<file path="src/sv/aedc_pkg.sv">
`default_nettype none

package aedc_pkg;

    // Filter accumulator and coefficient formats.
    localparam int ACC_W   = 40;
    localparam int ALPHA_W = 16;
    localparam logic [ALPHA_W-1:0] ALPHA_RESET = 16'd64881;

    // Audio result format and its stream word.
    localparam int OUT_W     = 17;
    localparam int OUT_MAX   = 65535;
    localparam int OUT_MIN   = -65536;
    localparam int M_TDATA_W = ((OUT_W + 7) / 8) * 8;

    typedef enum logic [2:0] {
        S_IDLE,
        S_SQI,
        S_SQQ,
        S_ADD,
        S_SQRT,
        S_SUM,
        S_DIFF
    } state_t;

    typedef struct packed {
        logic busy;
        logic done;
    } sqrt_status_t;

endpackage

`default_nettype wire

</file>
<file path="src/sv/aedc_mul.sv">
`default_nettype none

module aedc_mul #(
    parameter int A_W = 40,
    parameter int B_W = 16
) (
    input  wire logic               clk,
    input  wire logic [A_W-1:0]     a,
    input  wire logic [B_W-1:0]     b,
    output logic      [A_W+B_W-1:0] product
);

    logic [A_W+B_W-1:0] product_reg;

    always_ff @(posedge clk)
    begin
        product_reg <= (A_W+B_W)'(a) * (A_W+B_W)'(b);
    end

    assign product = product_reg;

endmodule

`default_nettype wire

</file>
<file path="src/sv/aedc_isqrt.sv">
`default_nettype none

module aedc_isqrt #(
    parameter int SAMPLE_WIDTH = 16
) (
    input  wire logic                      clk,
    input  wire logic                      rst_n,
    input  wire logic                      start,
    input  wire logic [2*SAMPLE_WIDTH-1:0] radicand,
    output logic      [SAMPLE_WIDTH-1:0]   root,
    output aedc_pkg::sqrt_status_t         status
);

    localparam int X_W   = 2 * SAMPLE_WIDTH;
    localparam int CNT_W = $clog2(SAMPLE_WIDTH + 1);

    logic [X_W-1:0]   x_reg, x_next;
    logic [X_W-1:0]   root_reg, root_next;
    logic [X_W-1:0]   bit_reg, bit_next;
    logic [CNT_W-1:0] cnt_reg, cnt_next;
    logic             busy_reg, busy_next;
    logic             done_reg, done_next;
    logic [X_W-1:0]   trial;

    // One result bit per cycle, starting from the top power of four.
    always_comb
    begin
        trial     = root_reg + bit_reg;
        x_next    = x_reg;
        root_next = root_reg;
        bit_next  = bit_reg;
        cnt_next  = cnt_reg;
        busy_next = busy_reg;
        done_next = 1'b0;
        if (start)
        begin
            x_next    = radicand;
            root_next = '0;
            bit_next  = X_W'(1) << (X_W - 2);
            cnt_next  = CNT_W'(SAMPLE_WIDTH);
            busy_next = 1'b1;
        end
        else if (busy_reg)
        begin
            if (x_reg >= trial)
            begin
                x_next    = x_reg - trial;
                root_next = (root_reg >> 1) + bit_reg;
            end
            else
            begin
                root_next = root_reg >> 1;
            end
            bit_next = bit_reg >> 2;
            cnt_next = cnt_reg - CNT_W'(1);
            if (cnt_reg == CNT_W'(1))
            begin
                busy_next = 1'b0;
                done_next = 1'b1;
            end
        end
    end

    always_ff @(posedge clk or negedge rst_n)
    begin
        if (!rst_n)
        begin
            cnt_reg  <= '0;
            busy_reg <= 1'b0;
            done_reg <= 1'b0;
        end
        else
        begin
            cnt_reg  <= cnt_next;
            busy_reg <= busy_next;
            done_reg <= done_next;
        end
    end

    always_ff @(posedge clk)
    begin
        x_reg    <= x_next;
        root_reg <= root_next;
        bit_reg  <= bit_next;
    end

    assign root        = root_reg[SAMPLE_WIDTH-1:0];
    assign status.busy = busy_reg;
    assign status.done = done_reg;

endmodule

`default_nettype wire

</file>
<file path="src/sv/am_envelope_dc_block.sv">
// AM envelope detector with DC blocker. Each input item carries one complex
// sample (I in the low half of s_tdata, Q above it, block marker in s_tlast).
// The block forms the envelope as the truncated integer square root of
// I*I + Q*Q and passes it through a one-pole DC-removal filter whose pole is
// the pole coefficient register (unsigned Q0.16, reset 0.99), written over
// the cfg channel while the block is idle. One audio item leaves per input item,
// saturated to 17 bits, with the marker copied to m_tlast. Between acceptance
// and result each item passes through the square-root unit, which resolves
// one root bit per cycle, after the squares are formed and before the filter;
// a shared multiplier forms both squares and the filter product. The input
// side is not ready while an item is being worked on, and a finished result
// waits in the output register while the next item is already accepted.

`default_nettype none

module am_envelope_dc_block #(
    parameter int SAMPLE_WIDTH = 16,
    parameter int FRAC_BITS    = 16
) (
    input  wire logic clk,
    input  wire logic rst_n,

    // s_tdata fields from bit 0: i_sample, q_sample, zero fill.
    input  wire logic [((2*SAMPLE_WIDTH+7)/8)*8-1:0] s_tdata,
    input  wire logic                                s_tlast,
    input  wire logic                                s_tvalid,
    output logic                                     s_tready,

    // m_tdata fields from bit 0: audio_sample, zero fill.
    output logic [aedc_pkg::M_TDATA_W-1:0]           m_tdata,
    output logic                                     m_tlast,
    output logic                                     m_tvalid,
    input  wire logic                                m_tready,

    input  wire logic [aedc_pkg::ALPHA_W-1:0]        cfg_data,
    input  wire logic                                cfg_valid,
    output logic                                     cfg_ready
);

    localparam int SW      = SAMPLE_WIDTH;
    localparam int ACC_W   = aedc_pkg::ACC_W;
    localparam int ALPHA_W = aedc_pkg::ALPHA_W;
    localparam int OUT_W   = aedc_pkg::OUT_W;
    localparam int MB_W    = (SW > ALPHA_W) ? SW : ALPHA_W;
    localparam int P_W     = ACC_W + MB_W;
    localparam int MAG_W   = SW + FRAC_BITS;
    localparam int SUM_W   = ((MAG_W > ACC_W) ? MAG_W : ACC_W) + 1;
    localparam int DIFF_W  = ACC_W + 1;
    localparam logic signed [DIFF_W-1:0] OUT_MAX_D = DIFF_W'(aedc_pkg::OUT_MAX);
    localparam logic signed [DIFF_W-1:0] OUT_MIN_D = DIFF_W'(aedc_pkg::OUT_MIN);

    aedc_pkg::state_t state_reg, state_next;

    logic [ALPHA_W-1:0] alpha_reg;
    logic [ACC_W-1:0]   acc_reg;
    logic [ACC_W-1:0]   z0_reg;
    logic [SW-1:0]      ia_reg, qa_reg;
    logic [2*SW-1:0]    sq_i_reg;
    logic               last_reg;
    logic [OUT_W-1:0]   audio_reg;
    logic               last_out_reg;
    logic               out_valid_reg, out_valid_next;

    logic [SW-1:0]      i_raw, q_raw;
    logic [ACC_W-1:0]   mul_a;
    logic [MB_W-1:0]    mul_b;
    logic [P_W-1:0]     product;
    logic               sqrt_start;
    logic [2*SW-1:0]    radicand;
    logic [SW-1:0]      mag;
    aedc_pkg::sqrt_status_t sq_status;
    logic               post;

    logic [ACC_W-1:0]         prod_alpha;
    logic [SUM_W-1:0]         sum_w;
    logic [ACC_W-1:0]         z0_sat;
    logic signed [DIFF_W-1:0] diff_w;
    logic signed [DIFF_W-1:0] diff_shr;
    logic [OUT_W-1:0]         audio_sat;

    assign i_raw = s_tdata[SW-1:0];
    assign q_raw = s_tdata[2*SW-1:SW];

    aedc_mul #(
        .A_W (ACC_W),
        .B_W (MB_W)
    ) u_mul (
        .clk     (clk),
        .a       (mul_a),
        .b       (mul_b),
        .product (product)
    );

    aedc_isqrt #(
        .SAMPLE_WIDTH (SW)
    ) u_isqrt (
        .clk      (clk),
        .rst_n    (rst_n),
        .start    (sqrt_start),
        .radicand (radicand),
        .root     (mag),
        .status   (sq_status)
    );

    // The product of I squared is held while Q squared comes out.
    assign radicand = sq_i_reg + product[2*SW-1:0];

    assign prod_alpha = product[ACC_W+ALPHA_W-1:ALPHA_W];
    assign sum_w      = (SUM_W'(mag) << FRAC_BITS) + SUM_W'(prod_alpha);
    assign z0_sat     = (|sum_w[SUM_W-1:ACC_W]) ? {ACC_W{1'b1}} : sum_w[ACC_W-1:0];

    // The arithmetic shift gives the floor of the quotient for negative values.
    assign diff_w   = $signed({1'b0, z0_reg}) - $signed({1'b0, acc_reg});
    assign diff_shr = diff_w >>> FRAC_BITS;

    always_comb
    begin
        if (diff_shr > OUT_MAX_D)
        begin
            audio_sat = OUT_MAX_D[OUT_W-1:0];
        end
        else if (diff_shr < OUT_MIN_D)
        begin
            audio_sat = OUT_MIN_D[OUT_W-1:0];
        end
        else
        begin
            audio_sat = diff_shr[OUT_W-1:0];
        end
    end

    always_comb
    begin
        state_next = state_reg;
        s_tready   = 1'b0;
        sqrt_start = 1'b0;
        post       = 1'b0;
        mul_a      = acc_reg;
        mul_b      = MB_W'(alpha_reg);
        unique case (state_reg)
            aedc_pkg::S_IDLE:
            begin
                s_tready = 1'b1;
                if (s_tvalid)
                begin
                    state_next = aedc_pkg::S_SQI;
                end
            end
            aedc_pkg::S_SQI:
            begin
                mul_a      = ACC_W'(ia_reg);
                mul_b      = MB_W'(ia_reg);
                state_next = aedc_pkg::S_SQQ;
            end
            aedc_pkg::S_SQQ:
            begin
                mul_a      = ACC_W'(qa_reg);
                mul_b      = MB_W'(qa_reg);
                state_next = aedc_pkg::S_ADD;
            end
            aedc_pkg::S_ADD:
            begin
                sqrt_start = 1'b1;
                state_next = aedc_pkg::S_SQRT;
            end
            aedc_pkg::S_SQRT:
            begin
                if (sq_status.done)
                begin
                    state_next = aedc_pkg::S_SUM;
                end
            end
            aedc_pkg::S_SUM:
            begin
                state_next = aedc_pkg::S_DIFF;
            end
            aedc_pkg::S_DIFF:
            begin
                post = !out_valid_reg || m_tready;
                if (post)
                begin
                    state_next = aedc_pkg::S_IDLE;
                end
            end
            default:
            begin
                state_next = aedc_pkg::S_IDLE;
            end
        endcase
    end

    always_comb
    begin
        out_valid_next = out_valid_reg;
        if (out_valid_reg && m_tready)
        begin
            out_valid_next = 1'b0;
        end
        if (post)
        begin
            out_valid_next = 1'b1;
        end
    end

    always_ff @(posedge clk or negedge rst_n)
    begin
        if (!rst_n)
        begin
            state_reg     <= aedc_pkg::S_IDLE;
            out_valid_reg <= 1'b0;
            alpha_reg     <= aedc_pkg::ALPHA_RESET;
            acc_reg       <= '0;
        end
        else
        begin
            state_reg     <= state_next;
            out_valid_reg <= out_valid_next;
            if (cfg_valid && cfg_ready)
            begin
                alpha_reg <= cfg_data;
            end
            if (post)
            begin
                acc_reg <= z0_reg;
            end
        end
    end

    always_ff @(posedge clk)
    begin
        if (s_tvalid && s_tready)
        begin
            ia_reg   <= i_raw[SW-1] ? (~i_raw + SW'(1)) : i_raw;
            qa_reg   <= q_raw[SW-1] ? (~q_raw + SW'(1)) : q_raw;
            last_reg <= s_tlast;
        end
        if (state_reg == aedc_pkg::S_SQQ)
        begin
            sq_i_reg <= product[2*SW-1:0];
        end
        if (state_reg == aedc_pkg::S_SUM)
        begin
            z0_reg <= z0_sat;
        end
        if (post)
        begin
            audio_reg    <= audio_sat;
            last_out_reg <= last_reg;
        end
    end

    // The coefficient only changes between items so that every item sees one value.
    assign cfg_ready = (state_reg == aedc_pkg::S_IDLE);
    assign m_tdata   = aedc_pkg::M_TDATA_W'(audio_reg);
    assign m_tlast   = last_out_reg;
    assign m_tvalid  = out_valid_reg;

    a_done_in_sqrt : assert property (@(posedge clk) disable iff (!rst_n)
        sq_status.done |-> state_reg == aedc_pkg::S_SQRT)
        else $error("square root finished outside its wait state");

    a_busy_in_sqrt : assert property (@(posedge clk) disable iff (!rst_n)
        sq_status.busy |-> state_reg == aedc_pkg::S_SQRT)
        else $error("square root running while the sequencer moved on");

    a_acc_on_post : assert property (@(posedge clk) disable iff (!rst_n)
        !$stable(acc_reg) |-> $past(state_reg) == aedc_pkg::S_DIFF && m_tvalid)
        else $error("filter state changed without a result being posted");

endmodule

`default_nettype wire
</file>
<file path="config.mk">
export PLATFORM = sky130hd
export DESIGN_NAME = am_envelope_dc_block
export DESIGN_NICKNAME = d
export VERILOG_FILES = /design/src/sv/aedc_pkg.sv /design/src/sv/aedc_mul.sv /design/src/sv/aedc_isqrt.sv /design/src/sv/am_envelope_dc_block.sv
export SDC_FILE = /design/constraint.sdc
export NUM_CORES = 2
export LEC_CHECK = 0
export BUFFER_PORTS_ARGS = -buffer_cell sky130_fd_sc_hd__buf_2
export CORE_MARGIN = 4
export CORE_UTILIZATION = 45
export CTS_CLUSTER_SIZE = 14
export DETAILED_ROUTE_END_ITERATION = 8
export GPL_ROUTABILITY_DRIVEN = 0
export GPL_TIMING_DRIVEN = 0
export PLACE_DENSITY = 0.62
export SLEW_MARGIN = 40
export SYNTH_ARGS = -nofsm -noshare
export SYNTH_HDL_FRONTEND = slang
export SYNTH_SLANG_ARGS = --single-unit
</file>
<file path="constraint.sdc">
create_clock -name clk -period 13 [get_ports clk]
set_input_delay 3.9 -clock clk [delete_from_list [all_inputs] [get_ports clk]]
set_output_delay 3.9 -clock clk [all_outputs]
set_load 0.02 [all_outputs]
</file>
# == Word level (Yosys, flattened, before mapping) ==
# Index checks and enable logic that the tools add are counted.
# Widths: inputs -> output; s select.
# op_classes
mux,26
order_cmp,3
multipliers,1
n_addsub,9
n_bitwise,2
n_eq_ne,10
reduce_logical,11
# op_table
cell,n
$mux 32,4
$pmux 40 s2,1
$mul 40x16->56,1
$add 32x40->41,1
$sub 40x40->41,1
$add 16x1->16 const B,2
$add 31x31->32,1
$add 32x31->32,1
$add 32x32->32,1
$ge 32x32->1,1
$not 16->16,2
$pmux 16 s2,1
$sub 32x32->32,1
$mux 15,2
$gt 25x17->1 const B,1
$lt 25x17->1 const B,1
$pmux 3 s7,1
$mux 17,1
$mux 1,11
$mux 5,2
$eq 3x3->1 const B,3
$mux 3,3
$eq 3x2->1 const B,2
$reduce_bool 2->1,3
11 further kinds,14
# word_totals
elab_cells,82
regBits,326
out_inout_bits,28

# == Logic depth before layout (Yosys ltp) ==
# logic_depth
word_depth,5
depth_mapped,33

# == Hierarchy ==
# From an unflattened synthesis, not the netlist that was laid out.
# hier_totals
cells_unflattened,4513
hier_area_um2,40304.9
# modules_own_cells
mod,cells_each,instances,area_each_um2
aedc_mul,2449,1,21330.5
am_envelope_dc_block,1185,1,11717.5
aedc_isqrt,879,1,7257.0

# == Worst setup path before layout ==
# OpenSTA, ideal clock, no wires.
# synth_path
kind,register -> register
startpoint,register state_reg[0]
endpoint,"register u_mul.product_reg[55], in the netlist u_mul.product[55]"
setup_slack_ps,4662
arrival_ps,8265
path_stages_with_launch,30
required_time_ps,12928
cell_sequence,dfrtp_1 -> nor2b_1 -> clkbuf_1 -> nor2_1 -> or2_2 -> clkbuf_1 -> a21oi_1 -> clkbuf_1 -> nor2_1 -> fa_1 -> inv_1 -> fa_1 -> fa_1 -> fa_1 -> inv_1 -> fa_1 -> fa_1 -> ha_1 -> and3_1 -> a221o_1 -> a2111oi_4 -> nor4_2 -> a2bb2oi_2 -> a31o_4 -> a41o_1 -> o21a_2 -> a311o_2 -> a221o_1 -> a21oi_2 -> xnor2_1
# synth_via
elab_chain_cells,3
# synth_lines
item,line_no,text
"start, declared",am_envelope_dc_block.sv:52,"aedc_pkg::state_t state_reg, state_next;"
"start signal, assigned",am_envelope_dc_block.sv:209,state_reg <= aedc_pkg::S_IDLE;
"start signal, assigned",am_envelope_dc_block.sv:216,state_reg <= state_next;
$eq 3x2->1 or $eq 3x1->1 (tied branches),am_envelope_dc_block.sv:140,unique case (state_reg)
$pmux 40 s2 or $pmux 16 s2 (tied branches),am_envelope_dc_block.sv:140,
$mul 40x16->56 *,aedc_mul.sv:17,product_reg <= (A_W+B_W)'(a) * (A_W+B_W)'(b);
"end signal, assigned",aedc_mul.sv:17,
"end, declared",aedc_mul.sv:13,logic [A_W+B_W-1:0] product_reg;
# Mark *: on every way between the ends. The rest lies on a longest branch, timed or not.
# A chain may end at the register's enable or synchronous reset.

# == Worst setup path in the final report ==
# layout_path
startpoint,register state_reg[0]
endpoint,"register u_mul.product_reg[52], in the netlist u_mul.product[52]"
# Same word-level chain as after synthesis.

==> impl_results.md <==
* Worst path slowest cell: clkbuf_1
* Core Region at 0.08515 mm²
* DRT iter0 DRCs at 3149
* Gr usage total at 0.2751
* Max Buffers Root-to-Sink at 3
* PortBufs at 74
* Worst setup SP type: flip-flop
* Die X at around 300 µm
* Post-synth top cells: 652 x inv_1, 650 x nand2_1, 533 x fa_1, 372 x nor2_1, 284 x ha_1
* Total CTS buffers at 39
* Crit Path Category: flip-flop to flip-flop
* Final clock skew at 33.76 ps
* Inserted Diodes at 0
* Min cycle time layout at 10820 ps
* Crit share post-route at 0.8322
* Most frequent CP cell: fa_1
* Post-Syn Instances at 4296
* Top_reg_cell synth: edfxtp_1
* DP Wirelength at about 100000 µm
* Initial antenna violation count at 3
* Synth area leader: fa_1
* Routed length per instance at 22.03 µm
* I/O Pins at just over 80
* Ranking of synthesized cells by area: fa_1 28%, edfxtp_1 12%, ha_1 9.2%
* CP max FO at 10
* Clock sinks at 326
* Vias in the first global route at 31.29k
* Number of remaining DRC errors at 0
* Hold Path Class: flip-flop to flip-flop
* Worst-path clk slew at 60 ps
* Post-Route WL at 123300 µm
* Setup TNS at 0 ps
* Site Rows at 107
* Ys Warns at 0
* Vias/cell at 5.560
* # setup viols final at 0
* Area Overhead vs Synth at 9.126%
* RSZ-0062 raised after global routing: false
* Max stage delay on crit path at 740 ps
* Mapped Avg Cell Area at ~9.0 µm²
* Status: completed
* CTS tree: done
* CP Capture Type: flip-flop
* Fin. Hold Viols at 0
* Number of synthesized flops with an enable pin at 155
* Max cap viols at 0
* Nets at 5295
* Die ar. at 0.09051 mm²
* Yosys cell types at 80
* Starting Density at 0.4533
* Fmax at 0.09243 GHz
* Chip Height at 300.9 µm
* H-tree levels at 2
* Post-DRT Antenna Nets at 0
* DR vias at 31.12k
* Critical Path RT at 13480 ps
* Worst R2R Setup Slack at 2180 ps
* Layout cell share with drive strength beyond 1 at 0.05972
* Max-slew violation count at 0
* Worst slew pin tran at between 1000 and 1500 ps
* Synth top area share at 0.2765
* Setup bufs post-CTS at 0
* Largest net degree at the start of global routing at 54
* Most frequent cell after synthesis: inv_1
* Worst Path Arrival at approximately 11000 ps
* Clk_lat worst skew at 580 ps
* Post-CTS Hold Buffers at 0
* Post-cts resize count at 0
* #FFs+latches synth at ~330
* Sequential element share of the synthesized area at 0.2183
* CTS root buf: clkbuf_16
* Fraction of registers with async set/reset at 0.2055
* Remaining Overflow, GRT at 0
* Mapped Area at 0.03859 mm²
* First-pass GRT wire length at 188600 µm
* Rel. slew slack at 0.3322
* TritonRoute pass-1 iters at 6
* Max reg flops at 56
path summary, 6_finish.rpt:
check / endpoint / cells after the start / startpoint
min in group asynchronous: acc_reg[38]$_DFFE_PN0P_ / 1 / rst_n
max in group asynchronous: alpha_reg[11]$_DFFE_PN1P_ / 2 / rst_n
worst max register to register: u_mul.product[52]$_DFF_P_ / 29 / state_reg[0]$_DFFE_PN0P_
worst max-delay path: u_mul.product[52]$_DFF_P_ / 29 / state_reg[0]$_DFFE_PN0P_
worst min register to register: sq_i_reg[15]$_DFFE_PN_ / 0 / u_mul.product[15]$_DFF_P_
worst min-delay path: sq_i_reg[15]$_DFFE_PN_ / 0 / u_mul.product[15]$_DFF_P_
per-stage QoR:
step | hold slack [ps] | cell area (µm²) | util | worst slack, ps | cells
final | 438.2 | 42120 | 0.4946 | 2181 | 5598
after global routing | 451.6 | 42120 | 0.4946 | 1920 | 5598
after CTS | 444.4 | 42110 | 0.4945 | 2412 | 5598
after detailed placement | 429.4 | 40710 | 0.4781 | 2441 | 5527
after global placement | 422.1 | 40420 | 0.4747 | 2130 | 5520
after floorplan | 400.3 | 38620 | - | 4662 | 4302
kinds of logic (layout without fill, tap and decap cells):
kind of cell	count (synthesis)	after routing	synth area share
multiplexers	52	52	0.01417
adder cells (fa/ha/maj)	817	817	0.3686
buffers and inverters	827	979	0.08121
AO/OA/AOI/OAI	769	769	0.1270
XOR/XNOR	218	218	0.04947
other	1	7	0.00009717
AND/OR/NAND/NOR	1286	1286	0.1412
flip-flops	326	326	0.2183
layout by cell type (no fill, tap or decap), types with 82 or more instances in the layout:
cell and count:
a21oi_1 202, nor2_1 369, edfxtp_1 155, nand2_1 650, o21ai_0 172, ha_1 284
fa_1 533, xor2_1 82, xnor2_1 136, dfxtp_1 104, inv_1 652, clkbuf_1 139
a21o_1 112
routing by layer:
layer,vias up,global-route usage,share of wire
li1,14150,-,-
met1,15240,0.3769,0.42
met2,1449,0.4194,0.43
met3,282,0.06561,0.10
met4,4,0.1154,0.050
met5,-,0,0.00021
layout make-up:
class	instances	area, µm²
multi-input combinational	3149	27190
timing repair buffer	81	514.2
tap	1144	1431
clock buffer	46	1033
buffer	175	709.4
fill	8217	43030
sequential	326	8427
clock inverter	25	362.8
inverter	652	2447
critical path: cells and delay by family (launching register included):
family	cells	cell delay [ps]
compound gates	11	4280
buf+inv	5	1530
flops	1	430
fa+ha+maj	7	3350
simple gates	5	950
xor+xnor	1	160
Power is left out: the tool's default activity adds up to more than one toggle a clock period on the data nets, which glitch-free logic cannot reach.
